### config.mk
export PLATFORM = sky130hd
export DESIGN_NAME = button_press_duration_monitor_flat
export DESIGN_NICKNAME = d
export VERILOG_FILES = /design/src/design/bpdm_pkg.sv /design/src/design/bpdm_if.sv /design/src/design/button_press_duration_monitor.sv /design/src/design/bpdm_front.sv /design/src/design/bpdm_div.sv /design/src/design/bpdm_back.sv /design/src/flat_wrapper.sv
export SDC_FILE = /design/constraint.sdc
export NUM_CORES = 2
export LEC_CHECK = 0
export BUFFER_PORTS_ARGS = -buffer_cell sky130_fd_sc_hd__buf_2
export CAP_MARGIN = 20
export CORE_ASPECT_RATIO = 1.4
export CORE_MARGIN = 5
export CORE_UTILIZATION = 56
export DETAILED_ROUTE_END_ITERATION = 10
export PLACE_DENSITY = 0.79
export SYNTH_ARGS = -nofsm -noshare
export SYNTH_HDL_FRONTEND = slang
export SYNTH_SLANG_ARGS = --single-unit
### constraint.sdc
create_clock -name clk -period 9.3 [get_ports clk]
set_input_delay 0.93 -clock clk [delete_from_list [all_inputs] [get_ports clk]]
set_output_delay 0.93 -clock clk [all_outputs]
set_load 0.01 [all_outputs]
### src/design/bpdm_pkg.sv
// ----------------------------------------------------------------------------
// bpdm_pkg: shared types and constants for the button press duration monitor
// Register indexes, request codes, reset values and the front-to-back word.
// ----------------------------------------------------------------------------
package bpdm_pkg;

	localparam int COUNT_WIDTH_DEF = 32;
	localparam int TICK_WIDTH_DEF  = 32;
	localparam int QUEUE_DEPTH     = 2;

	typedef enum logic [1:0] {
		REQ_SCAN   = 2'd0,
		REQ_ANIM   = 2'd1,
		REQ_REPORT = 2'd2,
		REQ_NONE   = 2'd3
	} req_t;

	typedef enum logic [2:0] {
		REG_SHORT_LIMIT   = 3'd0,
		REG_TICK_PERIOD   = 3'd1,
		REG_STREAK_WINDOW = 3'd2,
		REG_STREAK_TRIG   = 3'd3,
		REG_SHORT_BLINKS  = 3'd4,
		REG_LONG_BLINKS   = 3'd5,
		REG_CELEB_BLINKS  = 3'd6
	} reg_idx_t;

	localparam logic [15:0] SHORT_LIMIT_RST   = 16'd500;
	localparam logic [7:0]  TICK_PERIOD_RST   = 8'd15;
	localparam logic [15:0] STREAK_WINDOW_RST = 16'd67;
	localparam logic [7:0]  STREAK_TRIG_RST   = 8'd3;
	localparam logic [4:0]  SHORT_BLINKS_RST  = 5'd5;
	localparam logic [4:0]  LONG_BLINKS_RST   = 5'd10;
	localparam logic [4:0]  CELEB_BLINKS_RST  = 5'd4;

	typedef enum logic [1:0] {
		BK_IDLE,
		BK_DIV,
		BK_OUT
	} bk_state_t;

	// configuration seen by the back end
	typedef struct packed {
		logic [15:0] short_limit;
		logic [7:0]  tick_period;
		logic [15:0] streak_window;
		logic [7:0]  streak_trig;
		logic [4:0]  short_blinks;
		logic [4:0]  long_blinks;
		logic [4:0]  celeb_blinks;
	} cfg_t;

	// classified word from front to back
	typedef struct packed {
		logic [1:0]  req;
		logic        level;
		logic [63:0] now_tick;
	} cmd_t;

	// result word
	typedef struct packed {
		logic        led_grn;
		logic        led_red;
		logic        led_ylw;
		logic        press_done;
		logic [31:0] press_duration_ms;
		logic        press_short;
		logic [31:0] rep_total;
		logic [31:0] rep_short;
		logic [31:0] rep_long;
		logic [31:0] rep_avg_ms;
		logic [15:0] rep_best_streak;
		logic        rep_empty;
	} res_t;

endpackage

### src/design/bpdm_if.sv
// ----------------------------------------------------------------------------
// bpdm_in_if / bpdm_out_if: valid/ready channels
// Input words carry a request; output words carry one result.
// ----------------------------------------------------------------------------
interface bpdm_in_if;
	logic        valid;
	logic        ready;
	logic [1:0]  req_type;
	logic        button_level;
	logic [31:0] now_tick;
	modport source (output valid, req_type, button_level, now_tick, input ready);
	modport sink (input valid, req_type, button_level, now_tick, output ready);
endinterface

interface bpdm_out_if;
	logic        valid;
	logic        ready;
	logic        led_grn;
	logic        led_red;
	logic        led_ylw;
	logic        press_done;
	logic [31:0] press_duration_ms;
	logic        press_short;
	logic [31:0] rep_total;
	logic [31:0] rep_short;
	logic [31:0] rep_long;
	logic [31:0] rep_avg_ms;
	logic [15:0] rep_best_streak;
	logic        rep_empty;
	modport source (output valid, led_grn, led_red, led_ylw, press_done,
		press_duration_ms, press_short, rep_total, rep_short, rep_long, rep_avg_ms,
		rep_best_streak, rep_empty, input ready);
	modport sink (input valid, led_grn, led_red, led_ylw, press_done,
		press_duration_ms, press_short, rep_total, rep_short, rep_long, rep_avg_ms,
		rep_best_streak, rep_empty, output ready);
endinterface

### src/design/button_press_duration_monitor.sv
// Scan, animation and unknown words pass the queue and are registered in the
// output register; report words with a nonzero total also wait for the divider.
// Throughput: one word per cycle through the queue while the output is free;
// the back end takes no new word while the divider runs, but the queue fills.
// Reset: arst_n clears control state and counters and loads register defaults.
// ----------------------------------------------------------------------------
// button_press_duration_monitor: top level
// Configuration registers, input queue front end and executing back end.
// ----------------------------------------------------------------------------
module button_press_duration_monitor
	import bpdm_pkg::*;
#(
	parameter int COUNT_WIDTH = COUNT_WIDTH_DEF,
	parameter int TICK_WIDTH  = TICK_WIDTH_DEF
) (
	input  logic        clk,
	input  logic        arst_n,
	bpdm_in_if.sink     in_ch,
	bpdm_out_if.source  out_ch,
	input  logic        cfg_we,
	input  logic [2:0]  cfg_idx,
	input  logic [15:0] cfg_wdata
);
	cfg_t cfg_q;
	logic cmd_valid, cmd_pop;
	cmd_t cmd;

	// register file
	always_ff @(posedge clk or negedge arst_n) begin
		if (!arst_n) begin
			cfg_q.short_limit   <= SHORT_LIMIT_RST;
			cfg_q.tick_period   <= TICK_PERIOD_RST;
			cfg_q.streak_window <= STREAK_WINDOW_RST;
			cfg_q.streak_trig   <= STREAK_TRIG_RST;
			cfg_q.short_blinks  <= SHORT_BLINKS_RST;
			cfg_q.long_blinks   <= LONG_BLINKS_RST;
			cfg_q.celeb_blinks  <= CELEB_BLINKS_RST;
		end else if (cfg_we) begin
			case (cfg_idx)
				REG_SHORT_LIMIT:   cfg_q.short_limit   <= cfg_wdata;
				REG_TICK_PERIOD:   cfg_q.tick_period   <= cfg_wdata[7:0];
				REG_STREAK_WINDOW: cfg_q.streak_window <= cfg_wdata;
				REG_STREAK_TRIG:   cfg_q.streak_trig   <= cfg_wdata[7:0];
				REG_SHORT_BLINKS:  cfg_q.short_blinks  <= cfg_wdata[4:0];
				REG_LONG_BLINKS:   cfg_q.long_blinks   <= cfg_wdata[4:0];
				REG_CELEB_BLINKS:  cfg_q.celeb_blinks  <= cfg_wdata[4:0];
				default: ;
			endcase
		end
	end

	bpdm_front #(.TICK_WIDTH(TICK_WIDTH)) u_front (
		.clk(clk), .arst_n(arst_n), .in_ch(in_ch),
		.cmd_valid(cmd_valid), .cmd_pop(cmd_pop), .cmd(cmd)
	);

	bpdm_back #(.COUNT_WIDTH(COUNT_WIDTH), .TICK_WIDTH(TICK_WIDTH)) u_back (
		.clk(clk), .arst_n(arst_n), .cfg(cfg_q),
		.cmd_valid(cmd_valid), .cmd_pop(cmd_pop), .cmd(cmd), .out_ch(out_ch)
	);
endmodule

### src/design/bpdm_front.sv
// ----------------------------------------------------------------------------
// bpdm_front: input acceptance and command queue
// Takes input words, masks the tick and queues them for the back end.
// ----------------------------------------------------------------------------
module bpdm_front
	import bpdm_pkg::*;
#(
	parameter int TICK_WIDTH = TICK_WIDTH_DEF
) (
	input  logic clk,
	input  logic arst_n,
	bpdm_in_if.sink in_ch,
	output logic cmd_valid,
	input  logic cmd_pop,
	output cmd_t cmd
);
	localparam int PW = $clog2(QUEUE_DEPTH);

	cmd_t            mem_q [QUEUE_DEPTH];
	logic [PW-1:0]   wr_q, rd_q;
	logic [PW:0]     cnt_q;
	logic            push;
	cmd_t            in_cmd;

	assign in_ch.ready = (cnt_q != QUEUE_DEPTH[PW:0]);
	assign push        = in_ch.valid && in_ch.ready;
	assign cmd_valid   = (cnt_q != '0);
	assign cmd         = mem_q[rd_q];

	// tick limited to the tick width
	always_comb begin
		in_cmd          = '0;
		in_cmd.req      = in_ch.req_type;
		in_cmd.level    = in_ch.button_level;
		in_cmd.now_tick = 64'(in_ch.now_tick);
		if (TICK_WIDTH < 64)
			in_cmd.now_tick = in_cmd.now_tick & ((64'd1 << TICK_WIDTH) - 64'd1);
	end

	always_ff @(posedge clk) begin
		if (push)
			mem_q[wr_q] <= in_cmd;
	end

	always_ff @(posedge clk or negedge arst_n) begin
		if (!arst_n) begin
			wr_q  <= '0;
			rd_q  <= '0;
			cnt_q <= '0;
		end else begin
			if (push)
				wr_q <= PW'((32'(wr_q) + 1) % QUEUE_DEPTH);
			if (cmd_pop)
				rd_q <= PW'((32'(rd_q) + 1) % QUEUE_DEPTH);
			cnt_q <= cnt_q + (PW+1)'(push) - (PW+1)'(cmd_pop);
		end
	end
endmodule

### src/design/bpdm_div.sv
// ----------------------------------------------------------------------------
// bpdm_div: serial restoring divider
// One quotient bit per cycle.
// ----------------------------------------------------------------------------
module bpdm_div
	import bpdm_pkg::*;
#(
	parameter int WIDTH = COUNT_WIDTH_DEF
) (
	input  logic             clk,
	input  logic             arst_n,
	input  logic             start,
	input  logic [WIDTH-1:0] dividend,
	input  logic [WIDTH-1:0] divisor,
	output logic             done,
	output logic [WIDTH-1:0] quotient
);
	localparam int CW = $clog2(WIDTH + 1);

	logic [WIDTH-1:0] quo_q, den_q;
	logic [WIDTH:0]   rem_q, trial;
	logic [CW-1:0]    cnt_q;
	logic             busy_q;

	assign trial    = {rem_q[WIDTH-1:0], quo_q[WIDTH-1]} - {1'b0, den_q};
	assign quotient = quo_q;

	always_ff @(posedge clk or negedge arst_n) begin
		if (!arst_n) begin
			busy_q <= 1'b0;
			done   <= 1'b0;
			cnt_q  <= '0;
		end else begin
			done <= 1'b0;
			if (start) begin
				busy_q <= 1'b1;
				cnt_q  <= CW'(WIDTH);
			end else if (busy_q) begin
				cnt_q <= cnt_q - 1'b1;
				if (cnt_q == CW'(1)) begin
					busy_q <= 1'b0;
					done   <= 1'b1;
				end
			end
		end
	end

	// one quotient bit per step
	always_ff @(posedge clk) begin
		if (start) begin
			quo_q <= dividend;
			den_q <= divisor;
			rem_q <= '0;
		end else if (busy_q) begin
			if (!trial[WIDTH]) begin
				rem_q <= trial;
				quo_q <= {quo_q[WIDTH-2:0], 1'b1};
			end else begin
				rem_q <= {rem_q[WIDTH-1:0], quo_q[WIDTH-1]};
				quo_q <= {quo_q[WIDTH-2:0], 1'b0};
			end
		end
	end
endmodule

### src/design/bpdm_back.sv
// ----------------------------------------------------------------------------
// bpdm_back: press tracking, statistics, blink sequencing and reporting
// Executes one queued command, holds the result in an output register.
// ----------------------------------------------------------------------------
module bpdm_back
	import bpdm_pkg::*;
#(
	parameter int COUNT_WIDTH = COUNT_WIDTH_DEF,
	parameter int TICK_WIDTH  = TICK_WIDTH_DEF
) (
	input  logic clk,
	input  logic arst_n,
	input  cfg_t cfg,
	input  logic cmd_valid,
	output logic cmd_pop,
	input  cmd_t cmd,
	bpdm_out_if.source out_ch
);
	localparam int CW = COUNT_WIDTH;
	localparam int TW = TICK_WIDTH;

	bk_state_t state_q, state_d;

	logic          was_held_q, ev_pend_q, ev_short_q, phase_q, celeb_q;
	logic [TW-1:0] press_start_q, last_press_q;
	logic [31:0]   ev_dur_q;
	logic [CW-1:0] tot_q, shrt_q, lng_q, sum_q;
	logic [15:0]   streak_q, best_q;
	logic [5:0]    blink_q;
	logic [2:0]    led_q;
	res_t          res_q;

	// divider for the report average
	logic          div_start, div_done;
	logic [CW-1:0] div_quo;
	bpdm_div #(.WIDTH(CW)) u_div (
		.clk(clk), .arst_n(arst_n), .start(div_start),
		.dividend(sum_q), .divisor(tot_q), .done(div_done), .quotient(div_quo)
	);

	logic          take, out_free;
	logic [TW-1:0] now, dt, gap;
	logic [TW+7:0] dur_full;
	logic [31:0]   dur;
	logic          is_short;

	assign out_free = !out_ch.valid || out_ch.ready;
	assign now      = cmd.now_tick[TW-1:0];
	assign dt       = now - press_start_q;
	assign gap      = now - last_press_q;
	assign dur_full = dt * cfg.tick_period;
	assign dur      = 32'(dur_full);
	assign is_short = dur < 32'(cfg.short_limit);

	// next state
	always_comb begin
		state_d = state_q;
		case (state_q)
			BK_IDLE: begin
				if (cmd_valid && out_free) begin
					if (cmd.req == REQ_REPORT && tot_q != '0)
						state_d = BK_DIV;
				end
			end
			BK_DIV:  if (div_done) state_d = BK_OUT;
			BK_OUT:  if (out_free) state_d = BK_IDLE;
			default: state_d = BK_IDLE;
		endcase
	end

	// outputs of the sequencer
	always_comb begin
		take      = 1'b0;
		div_start = 1'b0;
		case (state_q)
			BK_IDLE: begin
				take      = cmd_valid && out_free &&
					!(cmd.req == REQ_REPORT && tot_q != '0);
				div_start = cmd_valid && out_free && cmd.req == REQ_REPORT &&
					tot_q != '0;
			end
			BK_OUT:  take = out_free;
			default: ;
		endcase
	end
	assign cmd_pop = take;

	assign out_ch.led_grn           = res_q.led_grn;
	assign out_ch.led_red           = res_q.led_red;
	assign out_ch.led_ylw           = res_q.led_ylw;
	assign out_ch.press_done        = res_q.press_done;
	assign out_ch.press_duration_ms = res_q.press_duration_ms;
	assign out_ch.press_short       = res_q.press_short;
	assign out_ch.rep_total         = res_q.rep_total;
	assign out_ch.rep_short         = res_q.rep_short;
	assign out_ch.rep_long          = res_q.rep_long;
	assign out_ch.rep_avg_ms        = res_q.rep_avg_ms;
	assign out_ch.rep_best_streak   = res_q.rep_best_streak;
	assign out_ch.rep_empty         = res_q.rep_empty;

	// command execution
	always_ff @(posedge clk or negedge arst_n) begin
		logic [2:0]  led;
		logic [15:0] stk;
		logic        cel, ph;
		logic [5:0]  bl;
		res_t        r;
		if (!arst_n) begin
			state_q       <= BK_IDLE;
			out_ch.valid  <= 1'b0;
			was_held_q    <= 1'b0;
			ev_pend_q     <= 1'b0;
			ev_short_q    <= 1'b0;
			phase_q       <= 1'b0;
			celeb_q       <= 1'b0;
			press_start_q <= '0;
			last_press_q  <= '0;
			ev_dur_q      <= '0;
			tot_q         <= '0;
			shrt_q        <= '0;
			lng_q         <= '0;
			sum_q         <= '0;
			streak_q      <= '0;
			best_q        <= '0;
			blink_q       <= '0;
			led_q         <= '0;
			res_q         <= '0;
		end else begin
			state_q <= state_d;
			if (take) begin
				led = led_q;
				stk = streak_q;
				cel = celeb_q;
				ph  = phase_q;
				bl  = blink_q;
				r   = '0;
				case (cmd.req)
					REQ_SCAN: begin
						if (cmd.level && !was_held_q) begin
							press_start_q <= now;
							led[1:0] = 2'b00;
						end
						if (!cmd.level && was_held_q) begin
							ev_dur_q   <= dur;
							ev_short_q <= is_short;
							ev_pend_q  <= 1'b1;
							led[1:0]   = is_short ? 2'b01 : 2'b10;
							r.press_done        = 1'b1;
							r.press_duration_ms = dur;
							r.press_short       = is_short;
						end
						was_held_q <= cmd.level;
					end
					REQ_ANIM: begin
						if (ev_pend_q) begin
							tot_q <= tot_q + 1'b1;
							sum_q <= sum_q + CW'(ev_dur_q);
							if (ev_short_q)
								shrt_q <= shrt_q + 1'b1;
							else
								lng_q <= lng_q + 1'b1;
							if (last_press_q != '0 && gap < TW'(cfg.streak_window)) begin
								if (stk != 16'hFFFF)
									stk = stk + 1'b1;
							end else begin
								stk = 16'd1;
							end
							last_press_q <= now;
							if (stk > best_q)
								best_q <= stk;
							if (stk >= 16'(cfg.streak_trig))
								cel = 1'b1;
							if (cel)
								bl = {cfg.celeb_blinks, 1'b0};
							else if (ev_short_q)
								bl = {cfg.short_blinks, 1'b0};
							else
								bl = {cfg.long_blinks, 1'b0};
							ph = 1'b0;
							ev_pend_q <= 1'b0;
						end
						// one blink half-cycle
						if (bl != '0) begin
							ph = !ph;
							if (cel)
								led = ph ? 3'b111 : 3'b000;
							else
								led[2] = ph;
							bl = bl - 1'b1;
							if (bl == '0) begin
								if (cel)
									led[1:0] = 2'b00;
								cel = 1'b0;
							end
						end else begin
							led[2] = 1'b0;
						end
					end
					REQ_REPORT: begin
						r.rep_total       = 32'(tot_q);
						r.rep_short       = 32'(shrt_q);
						r.rep_long        = 32'(lng_q);
						r.rep_avg_ms      = (tot_q != '0) ? 32'(div_quo) : 32'd0;
						r.rep_best_streak = best_q;
						r.rep_empty       = (tot_q == '0);
						tot_q  <= '0;
						shrt_q <= '0;
						lng_q  <= '0;
						sum_q  <= '0;
						best_q <= '0;
					end
					default: ;
				endcase
				streak_q <= stk;
				celeb_q  <= cel;
				phase_q  <= ph;
				blink_q  <= bl;
				led_q    <= led;
				r.led_grn    = led[0];
				r.led_red    = led[1];
				r.led_ylw    = led[2];
				res_q        <= r;
				out_ch.valid <= 1'b1;
			end else if (out_ch.ready) begin
				out_ch.valid <= 1'b0;
			end
		end
	end
endmodule
### src/flat_wrapper.sv
// flat-port wrapper written by rule: the top's interface ports become plain ports
module button_press_duration_monitor_flat import bpdm_pkg::*;
#(
	parameter int COUNT_WIDTH = COUNT_WIDTH_DEF,
	parameter int TICK_WIDTH  = TICK_WIDTH_DEF
)
  (clk, arst_n, cfg_we, cfg_idx, cfg_wdata, in_ch_valid, in_ch_req_type, in_ch_button_level, in_ch_now_tick, in_ch_ready, out_ch_valid, out_ch_led_grn, out_ch_led_red, out_ch_led_ylw, out_ch_press_done, out_ch_press_duration_ms, out_ch_press_short, out_ch_rep_total, out_ch_rep_short, out_ch_rep_long, out_ch_rep_avg_ms, out_ch_rep_best_streak, out_ch_rep_empty, out_ch_ready);
  bpdm_in_if in_ch_i ();
  bpdm_out_if out_ch_i ();
  input  logic clk;
  input  logic arst_n;
  input  logic cfg_we;
  input  logic [2:0] cfg_idx;
  input  logic [15:0] cfg_wdata;
  input wire logic [$bits(in_ch_i.valid)-1:0] in_ch_valid;
  input wire logic [$bits(in_ch_i.req_type)-1:0] in_ch_req_type;
  input wire logic [$bits(in_ch_i.button_level)-1:0] in_ch_button_level;
  input wire logic [$bits(in_ch_i.now_tick)-1:0] in_ch_now_tick;
  output wire logic [$bits(in_ch_i.ready)-1:0] in_ch_ready;
  output wire logic [$bits(out_ch_i.valid)-1:0] out_ch_valid;
  output wire logic [$bits(out_ch_i.led_grn)-1:0] out_ch_led_grn;
  output wire logic [$bits(out_ch_i.led_red)-1:0] out_ch_led_red;
  output wire logic [$bits(out_ch_i.led_ylw)-1:0] out_ch_led_ylw;
  output wire logic [$bits(out_ch_i.press_done)-1:0] out_ch_press_done;
  output wire logic [$bits(out_ch_i.press_duration_ms)-1:0] out_ch_press_duration_ms;
  output wire logic [$bits(out_ch_i.press_short)-1:0] out_ch_press_short;
  output wire logic [$bits(out_ch_i.rep_total)-1:0] out_ch_rep_total;
  output wire logic [$bits(out_ch_i.rep_short)-1:0] out_ch_rep_short;
  output wire logic [$bits(out_ch_i.rep_long)-1:0] out_ch_rep_long;
  output wire logic [$bits(out_ch_i.rep_avg_ms)-1:0] out_ch_rep_avg_ms;
  output wire logic [$bits(out_ch_i.rep_best_streak)-1:0] out_ch_rep_best_streak;
  output wire logic [$bits(out_ch_i.rep_empty)-1:0] out_ch_rep_empty;
  input wire logic [$bits(out_ch_i.ready)-1:0] out_ch_ready;
  assign in_ch_i.valid = in_ch_valid;
  assign in_ch_i.req_type = in_ch_req_type;
  assign in_ch_i.button_level = in_ch_button_level;
  assign in_ch_i.now_tick = in_ch_now_tick;
  assign in_ch_ready = in_ch_i.ready;
  assign out_ch_valid = out_ch_i.valid;
  assign out_ch_led_grn = out_ch_i.led_grn;
  assign out_ch_led_red = out_ch_i.led_red;
  assign out_ch_led_ylw = out_ch_i.led_ylw;
  assign out_ch_press_done = out_ch_i.press_done;
  assign out_ch_press_duration_ms = out_ch_i.press_duration_ms;
  assign out_ch_press_short = out_ch_i.press_short;
  assign out_ch_rep_total = out_ch_i.rep_total;
  assign out_ch_rep_short = out_ch_i.rep_short;
  assign out_ch_rep_long = out_ch_i.rep_long;
  assign out_ch_rep_avg_ms = out_ch_i.rep_avg_ms;
  assign out_ch_rep_best_streak = out_ch_i.rep_best_streak;
  assign out_ch_rep_empty = out_ch_i.rep_empty;
  assign out_ch_i.ready = out_ch_ready;
  button_press_duration_monitor #(.COUNT_WIDTH(COUNT_WIDTH), .TICK_WIDTH(TICK_WIDTH)) u_core (.clk(clk), .arst_n(arst_n), .in_ch(in_ch_i), .out_ch(out_ch_i), .cfg_we(cfg_we), .cfg_idx(cfg_idx), .cfg_wdata(cfg_wdata));
endmodule
## After elaboration in Yosys (flattened, before gate mapping)

Memories as Yosys holds them, arrays and structs flattened.
Index checks and enable logic that the tools add are counted.

| storage, ports and cells | value |
|---|---|
| register bits after elaboration | 626 |
| logic and storage cells | 212 |
| bits in read-only memories | 0 |
| latch bits | 0 |
| memories | 1 |
| bits of input ports | 59 |
| output and inout bits | 184 |
| memory bits (writable) | 70 |

Memories:

| memory | words | bits a word | read ports | clocked after memory_dff | write ports | line | RTL |
|---|---|---|---|---|---|---|---|
| u_core.u_front.mem_q | 2 | 35 | 1 | 0 | 1 | bpdm_front.sv:19 | `cmd_t mem_q [QUEUE_DEPTH];` |

| cells by class | value |
|---|---|
| mux-type cells | 78 |
| div/mod/pow operators | 0 |
| equal/unequal tests | 22 |
| magnitude comparators | 4 |
| reduce and logical (&&, ||, !) cells | 46 |
| multipliers | 1 |
| $add $sub $neg | 14 |
| shift-type cells | 0 |
| bitwise gates (word level) | 0 |

Operator list:

| operator | number |
|---|---|
| 32-bit 2-to-1 mux | 10 |
| 32-bit one-hot mux with 2 select lines | 4 |
| 145-bit 2-to-1 mux | 1 |
| 16-bit 2-to-1 mux | 7 |
| 32-bit by 1-bit adder with 32-bit output (second input constant) | 3 |
| 34-bit 2-to-1 mux | 2 |
| 32-bit by 16-bit < comparator with 1-bit output | 2 |
| 32-bit nonzero test | 2 |
| 32-bit subtractor | 2 |
| 6-bit 2-to-1 mux | 8 |
| 33-bit by 32-bit subtractor with 33-bit output | 1 |
| 32-bit adder | 1 |
| 32-bit zero test | 1 |
| 32-bit by 8-bit multiplier with 32-bit output | 1 |
| 16-bit one-hot mux with 2 select lines | 1 |
| 1-bit 2-to-1 mux | 29 |
| 2-bit 2-to-1 mux | 11 |
| 2-bit != test (second input constant) | 9 |
| 2-bit AND reduction | 9 |
| 16-bit by 1-bit adder with 16-bit output (second input constant) | 1 |
| 16-bit by 8-bit >= comparator with 1-bit output | 1 |
| 16-bit > comparator | 1 |
| 16-bit != test (second input constant) | 1 |
| 4-bit AND reduction | 4 |
| 24 further kinds | 53 |

## Logic depth before layout (Yosys ltp)

An unclocked memory read counts as a cell.

| logic depth | value |
|---|---|
| word-level depth | 22 |
| depth in mapped cells | 47 |
| mapped depth without buffers | 43 |

## Modules after synthesis

From an unflattened synthesis, not the netlist that was laid out.

| unflattened totals | value |
|---|---|
| cells, all modules | 4413 |
| area, all modules | 43236.5 µm² |

Modules (own cells, without submodules):

| module | seq. area each (µm²) | instances | area an instance (µm²) | cells each |
|---|---|---|---|---|
| bpdm_back | 11310.8 | 1 | 31729.2 | 3548 |
| bpdm_div | 2762.6 | 1 | 5970.7 | 569 |
| bpdm_front | 2202.1 | 1 | 3099.2 | 159 |
| button_press_duration_monitor | 1601.5 | 1 | 2437.3 | 137 |

## Least setup slack after synthesis

Ideal clock, no wire load.

| timing | value |
|---|---|
| kind | register to register |
| start | reg u_core.u_front.rd_q |
| end | reg u_core.u_back.phase_q |
| path buffers | 4 |
| library setup time | 0.083 ns |
| period minus slack after synthesis | 9.646 ns |
| data required time | 9.217 ns |
| data arrival time | 9.563 ns |
| setup slack | -0.346 ns |
| stages on the path, launching flop included | 47 |
| cell sequence | dfrtp_1 buf_2 buf_2 buf_1 mux2i_1 ha_1 fa_1 nand2b_1 a21oi_1 nor3_1 o31ai_1 a21oi_1 nor2b_1 o21ai_0 nand2b_1 a21oi_1 xnor2_1 ha_1 (+11 left out) ha_1 nand2b_1 a21o_1 a21o_1 a21o_1 a21o_1 a21o_1 a21o_1 a211o_1 a21oi_4 mux2_2 mux2i_1 ha_1 inv_1 a211oi_2 nand3_4 ha_1 o21ai_0 |

| on the way | value |
|---|---|
| longest elaborated chain between the ends | 19 |
| elaborated cells on any way between the ends | 26 |
| those cells by class | add/sub (1); order compare (2); eq/ne (2); mux (14); reduce/logical (6); memory (1) |

Ends and longest elaborated chain:

| element | line | RTL |
|---|---|---|
| start, declared | bpdm_front.sv:20 | `logic [PW-1:0] wr_q, rd_q;` |
| start signal, assigned | bpdm_front.sv:54 | `rd_q <= PW'((32'(rd_q) + 1) % QUEUE_DEPTH);` |
| memory 2 x 35 bit * | -- |  |
| 32-bit subtractor | bpdm_back.sv:50 | `assign gap = now - last_press_q;` |
| 32-bit by 16-bit < comparator with 1-bit output | bpdm_back.sv:162 | `if (last_press_q != '0 && gap < TW'(cfg.streak_window)) begin` |
| 1-bit logical AND | bpdm_back.sv:162 |  |
| 16-bit 2-to-1 mux | bpdm_back.sv:162 |  |
| 16-bit 2-to-1 mux | bpdm_back.sv:155 | `if (ev_pend_q) begin` |
| 16-bit 2-to-1 mux | bpdm_back.sv:137 | `case (cmd.req)` |
| 16-bit 2-to-1 mux | bpdm_back.sv:130 | `if (take) begin` |
| (+3 left out) | -- |  |
| 1-bit 2-to-1 mux | bpdm_back.sv:137 |  |
| 1-bit 2-to-1 mux | bpdm_back.sv:130 |  |
| 6-bit 2-to-1 mux | bpdm_back.sv:173 | `if (cel)` |
| 6-bit 2-to-1 mux | bpdm_back.sv:155 |  |
| 6-bit 2-to-1 mux | bpdm_back.sv:137 |  |
| 6-bit 2-to-1 mux | bpdm_back.sv:130 |  |
| 6-bit nonzero test | bpdm_back.sv:183 | `if (bl != '0) begin` |
| 1-bit 2-to-1 mux | bpdm_back.sv:183 |  |
| end signal, assigned | bpdm_back.sv:216 | `phase_q <= ph;` |
| end, declared | bpdm_back.sv:24 | `logic was_held_q, ev_pend_q, ev_short_q, phase_q, celeb_q;` |

Every way passes the cells marked *; elsewhere a longest branch is shown, timed or not. The select of a mux whose other input is x is not followed.
A chain may end at the register's enable or synchronous reset.

==> results_dict.tcl <==
set metrics [dict create \
    outcome "complete, no violations" \
    drv_slew 0 \
    period_share_pct 96.62 \
    clkLatencyLatePin_ps 620 \
    row_count 120 \
    drc 0 \
    crit_slowest_cell "fa_1" \
    crit_fanout 7 \
    yosys_warnings 0 \
    dieArea_um2 82100 \
    cts_buffers 71 \
    nets 5281 \
    max_flop_register "u_core.u_front.mem_q" \
    synth_ff_type "dfrtp_1" \
    drt-initial-drc-count 2138 \
    fin_crit_ps 8986 \
    largest_register_ffs 70 \
    dpl.hpwl_um 84540 \
    wl_per_cell_um 19.35 \
    synthArstFlopShare_pct 76.05 \
    firstDrtPassIters 5 \
    grt_pass1_vias 33880 \
    yosys.area.top_type "dfrtp_1" \
    grt_max_degree 153 \
    pin_count 243 \
    worstMarginPinSlew_ps 1072 \
    skew_ps 22.01 \
    cts.clk_slew.worst_paths_ps 60 \
    grt_pass1_wl_um 179200 \
    cts_tree "built" \
    ys_seq_area_share_pct 41.79 \
    rsz0062_at_grt "yes" \
    antenna_found_initial 6 \
    ys_types 96 \
    ys_ff_latch 693 \
    syn_avg_cell_area_um2 9.316 \
    detail-route-antenna-nets 0 \
    synth_area_leaders "dfrtp_1 30%, edfxtp_1 9.4%, fa_1 7.5%" \
    max_freq_ghz 0.1113 \
    post-place-ws_ps 53.24 \
    syn_inst 4592 \
    vias 33860 \
    synth_nets 5044 \
    drive_gt1_share_pct 13.37 \
    viasPerCell 5.774 \
    cp_slowest_stage_delay_ps 550 \
    cts_buffer_depth 3 \
    synth_top_area_share_pct 29.66 \
    synth.cell_area_um2 42780 \
    required_ps 9780 \
    hold_class "primary input to async pin" \
    worst_slack_ps 314.4 \
    synth_edf_count 134 \
    crit_arrival_ps 9470 \
    reg2reg_from "u_core.u_front.rd_q" \
    die_h_um 337.0 \
    whs_ps 273.6 \
    cpMostUsedCell "fa_1" \
    reg.largest.list "u_core.u_front.mem_q x70, u_core.cfg_q x63" \
    relSlewSlack_pct 28.54 \
    portBuffers 242 \
    cts-root-buf "clkbuf_16" \
    timing.final.hold_violations 0 \
    maxCapViolations 0 \
    track_usage_pct 26.92 \
    die_w_um 243.6 \
    end_kind "flip-flop" \
    cts.sinks 693 \
    cts_max_level 3 \
    worstSetupStartpointType "flip-flop" \
    startpoint "u_core.u_front.rd_q" \
    wirelength_um 113500 \
    setup_viol 0 \
    area.growth.synth_to_final_pct 13.34 \
    start_util_pct 56.20 \
    gp_congestion 0.9640 \
    grt_overflow 0 \
    worstSetupPathType "flip-flop to flip-flop" \
    core-area_um2 76120 \
]
[path summary, 6_finish.rpt]
check                                                             end  slack [ps]  depth (start not counted)
max                                            u_core.u_back.led_q[1]         310                         35
min                          u_core.u_back.out_ch.rep_best_streak[15]         270                          1
max reg2reg                                    u_core.u_back.led_q[1]         310                         35
min reg2reg                        u_core.u_back.out_ch.rep_total[17]         460                          2
max in group asynchronous  u_core.u_back.out_ch.press_duration_ms[23]        6950                          3
min in group clk                   u_core.u_back.out_ch.rep_total[17]         460                          2
[worst max-delay path: cells and delay by family, from the launching register on]
kind | cells | cell delay (ps)
compound gates | 9 | 1940
mux | 1 | 270
flops | 1 | 540
simple gates | 11 | 2580
fa+ha+maj | 7 | 2700
buf+inv | 5 | 560
xor+xnor | 2 | 250
[synthesized netlist by cell type, drive strengths merged (22+ instances only)]
library cell and n:
a211oi 24, a21o 103, a21oi 210, and2 140, and3 46, buf 24
clkbuf 145, dfrtp 507, dfxtp 32, edfxtp 134, fa 160, ha 233
inv 419, mux2 45, mux2i 73, nand2 797, nand2b 50, nand3 219
nand4 37, nor2 302, nor2b 32, nor3 52, nor4 22, o21a 29
o21ai 228, o31ai 30, or3 30, xnor2 108, xor2 112
[layout by cell type (no fill, tap or decap), drive strengths merged, types with 15 or more instances in the layout]
master and instances:
nor2b 32, nand4 37, inv 425, and3 46, mux2i 73, or2 17, a211oi 24, a21oi 210
nand2b 50, o21bai 15, xor2 112, o21a 29, xnor2 108, fa 160, ha 233, and2 140
o211ai 20, or3 30, nand3 219, edfxtp 134, buf 330, dfrtp 507, nor4 22, nor3 52
dfxtp 32, clkbuf 93, o21ai 228, a31oi 17, nand2 797, a21o 103, o31ai 30, nor2 302
mux2 45, clkinv 17, dfstp 20
[metrics by stage]
| step | cells | area, µm² | setup TNS (ps) | util (%) |
|---|---|---|---|---|
| floorplan | 4592 | 42780 | 0 | - |
| global placement | 5708 | 45170 | 0 | 59.34 |
| detailed placement | 5709 | 45170 | 0 | 59.34 |
| CTS | 5837 | 47660 | 0 | 62.60 |
| global route | 5861 | 48480 | -465.9 | 63.69 |
| finish | 5864 | 48490 | 0 | 63.69 |
[what timing repair did]
item	4_1_cts	5_1_grt
gates resized for setup	0	107
setup endpoints to repair	0	17
hold buffers	0	0
setup buffers	0	16
[cell families after synthesis]
| family | count (synthesis) | synth area share (%) |
|---|---|---|
| adders and majority gates | 394 | 14.33 |
| buffers and inverters | 589 | 5.200 |
| AOI/OAI and AO/OA | 781 | 11.64 |
| xor gates and xnor gates | 224 | 4.718 |
| muxes | 119 | 3.004 |
| DFF | 693 | 41.79 |
| and+or+nand+nor | 1792 | 19.32 |
[routing by layer]
| metal | track usage (%) | part of all wire, % | vias to the layer above |
|---|---|---|---|
| met5 | 0 | 0.011 | - |
| met4 | 11.77 | 4.9 | 2 |
| met3 | 4.091 | 5.6 | 294 |
| met2 | 48.72 | 51 | 1056 |
| met1 | 31.89 | 39 | 16540 |
| li1 | - | - | 15970 |
[cell type report]
cell class | count | area (µm²)
Antenna cell | 4 | 10.01
Clock buffer | 91 | 1966
Clock inverter | 37 | 515.5
Fill cell | 6119 | 27640
Inverter | 420 | 1579
Multi-Input combinational cell | 3310 | 23290
Sequential cell | 693 | 17880
Tap cell | 976 | 1221
Timing Repair Buffer | 333 | 2031
Power is left out: the tool's default activity adds up to more than one toggle a clock period on the data nets, which glitch-free logic cannot reach.
